<file path="src/hw/rtl/rbc_pkg.sv">
package rbc_pkg;

    localparam int CMD_W = 2;
    localparam int CAP_W = 13;
    localparam int LIM_W = 7;

    // Command codes
    localparam logic [CMD_W-1:0] CMD_APPEND = 2'd0;
    localparam logic [CMD_W-1:0] CMD_READ   = 2'd1;
    localparam logic [CMD_W-1:0] CMD_CLEAR  = 2'd2;

    localparam logic [CAP_W-1:0] CAP_RESET = 13'd4096;

    // Input item
    typedef struct packed {
        logic [CMD_W-1:0] cmd;
        logic [7:0]       data_byte;
        logic [63:0]      cursor;
        logic [LIM_W-1:0] max_bytes;
    } t_rbc_in;

    // Result item
    typedef struct packed {
        logic [7:0]  out_byte;
        logic        has_data;
        logic        cursor_lost;
        logic [63:0] available_from;
        logic [63:0] next_cursor;
        logic [63:0] total_produced;
        logic        truncated;
        logic        last;
    } t_rbc_out;

    // Queue entry between front and back: classified command with its
    // saturated read limit and the capacity in force when it was accepted
    typedef struct packed {
        logic [CMD_W-1:0] cmd;
        logic [7:0]       data_byte;
        logic [63:0]      cursor;
        logic [LIM_W-1:0] limit;
        logic [CAP_W-1:0] cap;
    } t_rbc_cmd;

endpackage

</file>
<file path="src/hw/rtl/rbc_queue.sv">
module rbc_queue (
    input  logic              i_clk,
    input  logic              i_rst_n,
    input  logic              i_push,
    input  rbc_pkg::t_rbc_cmd i_item,
    output logic              o_full,
    output logic              o_valid,
    input  logic              i_pop,
    output rbc_pkg::t_rbc_cmd o_item
);
    import rbc_pkg::*;

    localparam int QDEPTH = 2;
    localparam int QAW    = $clog2(QDEPTH);

    t_rbc_cmd       r_q [QDEPTH];
    logic [QAW-1:0] r_wr;
    logic [QAW-1:0] r_rd;
    logic [QAW:0]   r_cnt;

    assign o_full  = (r_cnt == (QAW+1)'(QDEPTH));
    assign o_valid = (r_cnt != '0);
    assign o_item  = r_q[r_rd];

    // Pointers and fill count
    always_ff @(posedge i_clk) begin
        if (!i_rst_n) begin
            r_wr  <= '0;
            r_rd  <= '0;
            r_cnt <= '0;
        end else begin
            if (i_push) begin
                r_wr <= r_wr + QAW'(1);
            end
            if (i_pop) begin
                r_rd <= r_rd + QAW'(1);
            end
            r_cnt <= r_cnt + (QAW+1)'(i_push) - (QAW+1)'(i_pop);
        end
    end

    // Entry storage
    always_ff @(posedge i_clk) begin
        if (i_push) begin
            r_q[r_wr] <= i_item;
        end
    end

endmodule

</file>
<file path="config.mk">
export PLATFORM = sky130hd
export DESIGN_NAME = rbc_queue
export DESIGN_NICKNAME = d
export VERILOG_FILES = /design/src/hw/rtl/rbc_pkg.sv /design/src/hw/rtl/rbc_queue.sv
export SDC_FILE = /design/constraint.sdc
export NUM_CORES = 1
export LEC_CHECK = 0
export ABC_AREA = 1
export BUFFER_PORTS_ARGS = -buffer_cell sky130_fd_sc_hd__buf_2
export CELL_PAD_IN_SITES_DETAIL_PLACEMENT = 1
export CELL_PAD_IN_SITES_GLOBAL_PLACEMENT = 2
export CORE_ASPECT_RATIO = 0.7
export CORE_UTILIZATION = 38
export CTS_BUF_LIST = sky130_fd_sc_hd__clkbuf_16
export DETAILED_ROUTE_END_ITERATION = 10
export HOLD_SLACK_MARGIN = 0.06
export PLACE_DENSITY_LB_ADDON = 0.25
export SLEW_MARGIN = 40
export SYNTH_ARGS = -nofsm -noshare
export SYNTH_HDL_FRONTEND = slang
export SYNTH_SLANG_ARGS = --single-unit
</file>
<file path="constraint.sdc">
create_clock -name i_clk -period 6.6 [get_ports i_clk]
set_clock_uncertainty 0.1 [all_clocks]
set_input_delay 0.33 -clock i_clk [delete_from_list [all_inputs] [get_ports i_clk]]
set_output_delay 0.33 -clock i_clk [all_outputs]
set_load 0.05 [all_outputs]
</file>
==> impl_metrics.ini <==
[run_status]
outcome = completed

[route]
antenna_left = 0
wl_per_cell_um = 17.1
viasPerCell = 4.53
drtIter0Drc = 279
drt_wl_total_um = 15000
drcViolationCount = 0
num_vias = 3973
dr.pass1.iters = 6

[synthesis]
ys_top_cells_by_count = 188 x edfxtp_1, 94 x mux2_2, 9 x nand2_1
synth_edf_count = 188
synth_area_leaders = edfxtp_1 80%, mux2_2 15%, dfxtp_1 1.4%
async_reset_ff_frac = 0
synth_top_area_cell = edfxtp_1
ys_types = 12
syn_nets = 425
synth.top_cell.area_share = 0.804
ys_ff_latch = 193
syn_area_um2 = 7020
syn_area_per_cell_um2 = 21.6
synthCells = 325
yosysSeqAreaShare = 0.819
ys.flop_type = edfxtp_1
yosysMostFrequentCell = edfxtp_1
yosysWarnings = 0

[floorplanning]
start_util = 0.389
core-area_um2 = 18100
die_w_um = 164
die_h_um = 116
boundaryPins = 194
fp-row-count = 41
die-area_um2 = 19000

[place]
port-buffer-count = 193
dp.final_hpwl_um = 9240
dp.cells = 749
gp_congestion = 0.738
dp_slack_ns = 4.27

[critical_path]
cp_slowest_cell = buf_6
path_max_fanout = 75
startpoint_type = flip-flop
r2r_slack_ns = 4.35
r2r_cells = 3
critPathRequiredTime_ns = 6.17
cp.arrival_ns = 2.34
cp-end-kind = output pin
worstReg2RegEnd = r_q[1][3]
crit_buf_inv = 2
worstReg2RegStart = r_wr
path_delay_family = buffers and inverters
crit_type = reg2out
critPathMaxStageDelay_ns = 0.59
worstPathCellList = buf_6, mux2_2, buf_2

[clock_network]
clock_latency_ns = 0.43
cts_inserted_buffers = 17
cts.clk_slew.worst_paths_ns = 0.07
cts_resized = 0
cts.sinks = 193
post_cts_buffers = 0
cts_tree = built
cts.path.max_buffers = 2
h-tree-depth = 4
root_buffer = clkbuf_16
cts_hold_buffers = 97

[grt]
gr-total-overflow = 0
antenna_found_initial = 0
grt_pass1_wl_um = 22100
grt_max_degree = 76
grtUsageTotal = 0.160
grt_pass1_vias = 4145

[worst_hold_path]
hold_class = reg2reg
hp-start = r_rd
whs_path_depth = 2

[power_and_ir_drop]
pwr_density_cell_nw_per_um2 = 293
irDropWorstVdd_v = 0.000147
p_leak_nw = 3.73
finalPower_mw = 2.87

[run]
cap_violations = 0

[layout]
nets = 729
fin_cells = 878
synthToLayoutAreaGrowth_pct = 39.5
fin_util = 0.542
diodes = 0
drive_gt1_frac = 0.506

[sta]
setup_tns_ns = 0
post-route-period-util = 0.419
tightest_slew_ns = 0.799
rsz0062_at_grt = false
fin_ws_ns = 3.83
setup_violations = 0
slew-limit-headroom = 0.468
hold_viol = 0
fmax_ghz = 0.362
slew_violations = 0
period_needed_ns = 2.77
## cell type report
type | instances | area [µm²]
timing repair buffer | 295 | 2010
sequential | 193 | 5750
multi-input combinational | 115 | 1160
clock buffer | 17 | 425
tap | 236 | 295
fill | 1737 | 8260
inverter | 7 | 28.8
clock inverter | 15 | 125
## through the flow
step	hold WS (ns)	instance area [µm²]
6_report	0.418	9790
5_1_grt	0.457	9790
4_1_cts	0.428	9790
3_5_place_dp	0.404	8270
3_3_place_gp	0.378	8230
2_1_floorplan	0.323	7020
## cell usage in the layout, fill, tap and decap left out, types with 2 or more instances in the layout
| cell | Yosys | final |
|---|---|---|
| dlygate4sd3_1 | 0 | 97 |
| ha_1 | 2 | 2 |
| inv_8 | 0 | 3 |
| mux2_2 | 94 | 94 |
| nor2_1 | 8 | 7 |
| inv_6 | 0 | 3 |
| edfxtp_1 | 188 | 188 |
| buf_4 | 1 | 2 |
| buf_2 | 3 | 193 |
| clkinv_4 | 0 | 6 |
| dfxtp_1 | 5 | 4 |
| inv_1 | 7 | 7 |
| clkbuf_16 | 0 | 17 |
| nand2_1 | 9 | 9 |
## report_power, final
| group | total (mW) | internal (mW) | switching [mW] |
|---|---|---|---|
| clock | 0.965 | 0.493 | 0.472 |
| combinational | 0.464 | 0.154 | 0.310 |
| sequential | 1.44 | 1.42 | 0.0187 |
| total | 2.87 | 2.06 | 0.801 |
## how the worst max path moves through the flow
stage,from,end,cells after the start
4_1_cts,flip-flop,o_item[55],3
5_1_grt,flip-flop,o_item[21],3
2_1_floorplan,i_push,r_q[0][0],2
3_5_place_dp,flip-flop,o_item[55],3
3_3_place_gp,i_push,r_q[0][45],4
6_report,flip-flop,o_item[21],3
## registers in the layout (all words and copies together) (netlist names), named ones only
name	count
r_q	188
r_cnt	2
r_rd	1
r_wr	1
## logic make-up after synthesis
group                      after synthesis  share of synthesized area
DFF                                    193                      0.819
muxes                                   94                      0.151
and+or+nand+nor                         18                    0.00980
buffers and inverters                   17                     0.0166
adders and majority gates                2                    0.00356
AOI/OAI and AO/OA                        1                   0.000712
## layer usage
metal,GRT usage,share of wire
met4,0.0550,0.011
met3,0.0605,0.070
met2,0.255,0.48
met5,0,0
met1,0.203,0.44
## worst min-delay path: stages (launching register included)
cell and delay [ns]:
dfxtp_1 0.34, nor2_1 0.06, nor2_1 0.08
Note: power is estimated with default switching activity, not from simulation.
