### src/hw/rtl/rbc_pkg.sv
package rbc_pkg;

    localparam int CMD_W = 2;
    localparam int CAP_W = 13;
    localparam int LIM_W = 7;

    // Command codes
    localparam logic [CMD_W-1:0] CMD_APPEND = 2'd0;
    localparam logic [CMD_W-1:0] CMD_READ   = 2'd1;
    localparam logic [CMD_W-1:0] CMD_CLEAR  = 2'd2;

    localparam logic [CAP_W-1:0] CAP_RESET = 13'd4096;

    // Input item
    typedef struct packed {
        logic [CMD_W-1:0] cmd;
        logic [7:0]       data_byte;
        logic [63:0]      cursor;
        logic [LIM_W-1:0] max_bytes;
    } t_rbc_in;

    // Result item
    typedef struct packed {
        logic [7:0]  out_byte;
        logic        has_data;
        logic        cursor_lost;
        logic [63:0] available_from;
        logic [63:0] next_cursor;
        logic [63:0] total_produced;
        logic        truncated;
        logic        last;
    } t_rbc_out;

    // Queue entry between front and back: classified command with its
    // saturated read limit and the capacity in force when it was accepted
    typedef struct packed {
        logic [CMD_W-1:0] cmd;
        logic [7:0]       data_byte;
        logic [63:0]      cursor;
        logic [LIM_W-1:0] limit;
        logic [CAP_W-1:0] cap;
    } t_rbc_cmd;

endpackage

### src/hw/rtl/rbc_front.sv
module rbc_front #(
    parameter int MAX_CHUNK = 64
) (
    input  logic                      i_clk,
    input  logic                      i_rst_n,
    input  logic                      i_in_valid,
    output logic                      o_in_ready,
    input  rbc_pkg::t_rbc_in          i_in_item,
    input  logic                      i_cfg_we,
    input  logic [rbc_pkg::CAP_W-1:0] i_cfg_wdata,
    input  logic                      i_q_full,
    output logic                      o_q_push,
    output rbc_pkg::t_rbc_cmd         o_q_item
);
    import rbc_pkg::*;

    logic [CAP_W-1:0] r_cap;
    logic             known;
    logic [LIM_W-1:0] lim;

    // Capacity register
    always_ff @(posedge i_clk) begin
        if (!i_rst_n) begin
            r_cap <= CAP_RESET;
        end else if (i_cfg_we) begin
            r_cap <= i_cfg_wdata;
        end
    end

    // Command decode: unused code is taken and dropped
    always_comb begin
        unique case (i_in_item.cmd) inside
            CMD_APPEND, CMD_READ, CMD_CLEAR: known = 1'b1;
            default:                         known = 1'b0;
        endcase
    end

    // Read limit: zero or oversize means a full chunk
    always_comb begin
        if (i_in_item.max_bytes == '0 || i_in_item.max_bytes > LIM_W'(MAX_CHUNK)) begin
            lim = LIM_W'(MAX_CHUNK);
        end else begin
            lim = i_in_item.max_bytes;
        end
    end

    assign o_in_ready = !i_q_full;
    assign o_q_push   = i_in_valid && !i_q_full && known;

    always_comb begin
        o_q_item.cmd       = i_in_item.cmd;
        o_q_item.data_byte = i_in_item.data_byte;
        o_q_item.cursor    = i_in_item.cursor;
        o_q_item.limit     = lim;
        o_q_item.cap       = r_cap;
    end

endmodule

### config.mk
export PLATFORM = sky130hd
export DESIGN_NAME = rbc_front
export DESIGN_NICKNAME = d
export VERILOG_FILES = /design/src/hw/rtl/rbc_pkg.sv /design/src/hw/rtl/rbc_front.sv
export SDC_FILE = /design/constraint.sdc
export NUM_CORES = 1
export LEC_CHECK = 0
export BUFFER_PORTS_ARGS = -buffer_cell sky130_fd_sc_hd__buf_4
export CORE_AREA = 2 2 75 77
export CTS_BUF_LIST = sky130_fd_sc_hd__clkbuf_2 sky130_fd_sc_hd__clkbuf_4 sky130_fd_sc_hd__clkbuf_8
export CTS_CLUSTER_DIAMETER = 150
export CTS_CLUSTER_SIZE = 14
export DETAILED_ROUTE_END_ITERATION = 7
export DIE_AREA = 0 0 77 79
export GPL_TIMING_DRIVEN = 0
export PLACE_DENSITY = 0.65
export SYNTH_ARGS = -nofsm -noshare
export SYNTH_HDL_FRONTEND = slang
export SYNTH_SLANG_ARGS = --single-unit
### constraint.sdc
create_clock -name i_clk -period 1.8 [get_ports i_clk]
set_input_delay 0.45 -clock i_clk [delete_from_list [all_inputs] [get_ports i_clk]]
set_output_delay 0.45 -clock i_clk [all_outputs]
set_load 0.1 [all_outputs]
==> results_dict.tcl <==
set metrics [dict create \
    outcome "completed" \
    r2r_start "r_cap[12]" \
    clk_latency_ps 230 \
    skew_ps 0 \
    yosysSeqAreaShare 0.231 \
    track_usage 0.0840 \
    hpwl_um 2770 \
    post_cts_buffers 0 \
    clockPowerShare 0.143 \
    hold_buffers 0 \
    viasPerCell 3.58 \
    die-area_um2 6080 \
    crit_fanout 2 \
    portBuffers 121 \
    cts-root-buf "clkbuf_8" \
    drt_iter0_drc 10 \
    layout.area.seq_um2 260 \
    dieWidth_um 77 \
    p_seq_frac 0.172 \
    cts_tree "done" \
    r2r_slack_ps 1180 \
    ys_types 13 \
    power_frac_comb 0.686 \
    setup_viol_count_final 0 \
    dp_cells 321 \
    clock-sinks 13 \
    firstDrtPassIters 3 \
    fin_crit_sh 0.941 \
    ys_seq_elements 13 \
    synth_cells 128 \
    final_hold_viol_count 0 \
    wl_per_cell_um 9.22 \
    whs_endpoint "r_cap[12]" \
    syn_nets 227 \
    r2r_cells 2 \
    r2r-end "r_cap[12]" \
    ant_nets 0 \
    tns_ps 0 \
    dr_total_vias 1163 \
    nets 353 \
    nFillCells 567 \
    avgSynthCellArea_um2 8.82 \
    netSwitchingFraction 0.570 \
    power.internal_w 0.000788 \
    critPathKind "input pin to primary output" \
    fmax_mhz 590 \
    antenna_cells 0 \
    end_kind "primary output" \
    ioPinCount 195 \
    placement_rows 27 \
    cp_data_arrival_time_ps 1240 \
    cts_resized 0 \
    power_density_nw_per_um2 835 \
    min_period_ps 1690 \
    ys_warn_count 0 \
    whs_path_depth 3 \
    rsz0062_at_grt "false" \
    grt_pass1_vias 1016 \
    drive_above_1_share 0.826 \
    path_clk_slew_ps 50 \
    min_from "i_cfg_wdata[12]" \
    antenna_found_initial 0 \
    switching_power_w 0.00104 \
    critPathTopFamily "buffers and inverters" \
    clockBufferDepth 2 \
    largest_reg_flops 13 \
    cp_slowest_stage_delay_ps 280 \
    finalWirelength_um 3000 \
    cp-start-kind "input pin" \
    hold_path_class "input pin to register" \
    top_register "r_cap" \
    path_cells "buf_4 -> nor4_1 -> a21o_2 -> buf_4" \
    die_height_um 79 \
    crit_path_top_delay_cell "buf_4" \
    cpMostUsedCell "buf_4" \
    coreArea_um2 5340 \
    place_congestion 0.651 \
    multi_input_area_um2 292 \
    worstMarginPinSlew_ps 347 \
    area.growth.synth_to_final_pct 94.3 \
    synth_area_um2 1130 \
    drv_slew 0 \
    cts_made_buffers 3 \
    grt_max_degree 11 \
    grt_pass1_wl_um 4320 \
    fin_cells 325 \
    drc 0 \
    path_buf_inv 2 \
    grt_overflow 0 \
    maxCapViolations 0 \
    leakage_nw 1.23 \
    ir_worst_vdd_mv 0.337 \
    relSlewSlack 0.768 \
    reg.largest.list "r_cap: 13 flops" \
    cts_max_level 1 \
    start_util 0.211 \
    cp.required_ps 1350 \
]
==> worst reg2reg max path: cells and delay by family (launching register included) <==
family           cells  cell delay [ps]
flip-flops           1              300
multiplexers         1              130
AND/OR/NAND/NOR      1               60
==> area by class of cell <==
class / instances / area share
Multi-Input combinational cell: 37 / 0.133
Clock buffer: 4 / 0.0222
Buffer: 77 / 0.269
Inverter: 1 / 0.00171
Timing Repair Buffer: 121 / 0.414
Tap cell: 72 / 0.0411
Sequential cell: 13 / 0.119
==> placed cells by master (no fill, tap or decap), drive strengths merged, types with 2 or more instances in the layout <==
| cell type | count |
|---|---|
| clkbuf | 5 |
| mux2i | 13 |
| dfxtp | 13 |
| buf | 197 |
| nor2b | 18 |
| nand2 | 2 |
==> cell families after synthesis <==
kind of cell,synth area share
buf+inv,0.527
simple gates,0.121
mux,0.115
flops,0.231
compound gates,0.00665
==> power by group through the flow <==
stage | logic (W) | registers [W] | clock network, W
global placement | 0.00126 | 0.000320 | 0
detailed placement | 0.00126 | 0.000320 | 0
global route | 0.00129 | 0.000316 | 0.000282
floorplan | 0.000910 | 0.000443 | 0
CTS | 0.00126 | 0.000314 | 0.000272
finish | 0.00126 | 0.000314 | 0.000261
==> synth_stat cells (all sizes together) <==
library cell	number	area share
a21o	1	0.0067
and3	1	0.0055
buf	76	0.52
clkbuf	1	0.0033
dfxtp	13	0.23
inv	1	0.0033
mux2i	13	0.12
nand2	2	0.0067
nor2	1	0.0033
nor2b	18	0.10
nor4	1	0.0055
==> metrics by stage <==
stage	setup slack (ps)	utilization	cell area [um^2]	total power, W	hold slack [ps]
3_3_place_gp	107	0.402	2140	0.00158	458
6_report	106	0.411	2190	0.00183	442
2_1_floorplan	-362	-	1150	0.00135	578
5_1_grt	52.0	0.411	2190	0.00188	463
3_5_place_dp	98.7	0.402	2140	0.00158	473
4_1_cts	96.2	0.411	2190	0.00185	441
==> how the worst max path moves through the flow <==
stage | startpoint | to | cells past startpoint
final | i_in_item[1] | o_q_item[19] | 4
after detailed placement | i_in_item[1] | o_q_item[19] | 4
after global placement | i_in_item[1] | o_q_item[19] | 4
after global routing | i_in_item[1] | o_q_item[19] | 4
after CTS | i_in_item[1] | o_q_item[19] | 4
after floorplan | i_q_full | o_q_push | 2
==> metal layers <==
metal  up-vias  global-route usage  share of wire
met3         0              0.0295           0.15
met4         0              0.0161              0
met2       101               0.159           0.53
met5         -                   0              0
met1       490              0.0908           0.32
li1        572                   -              -
(Power assumes the default switching activity.)
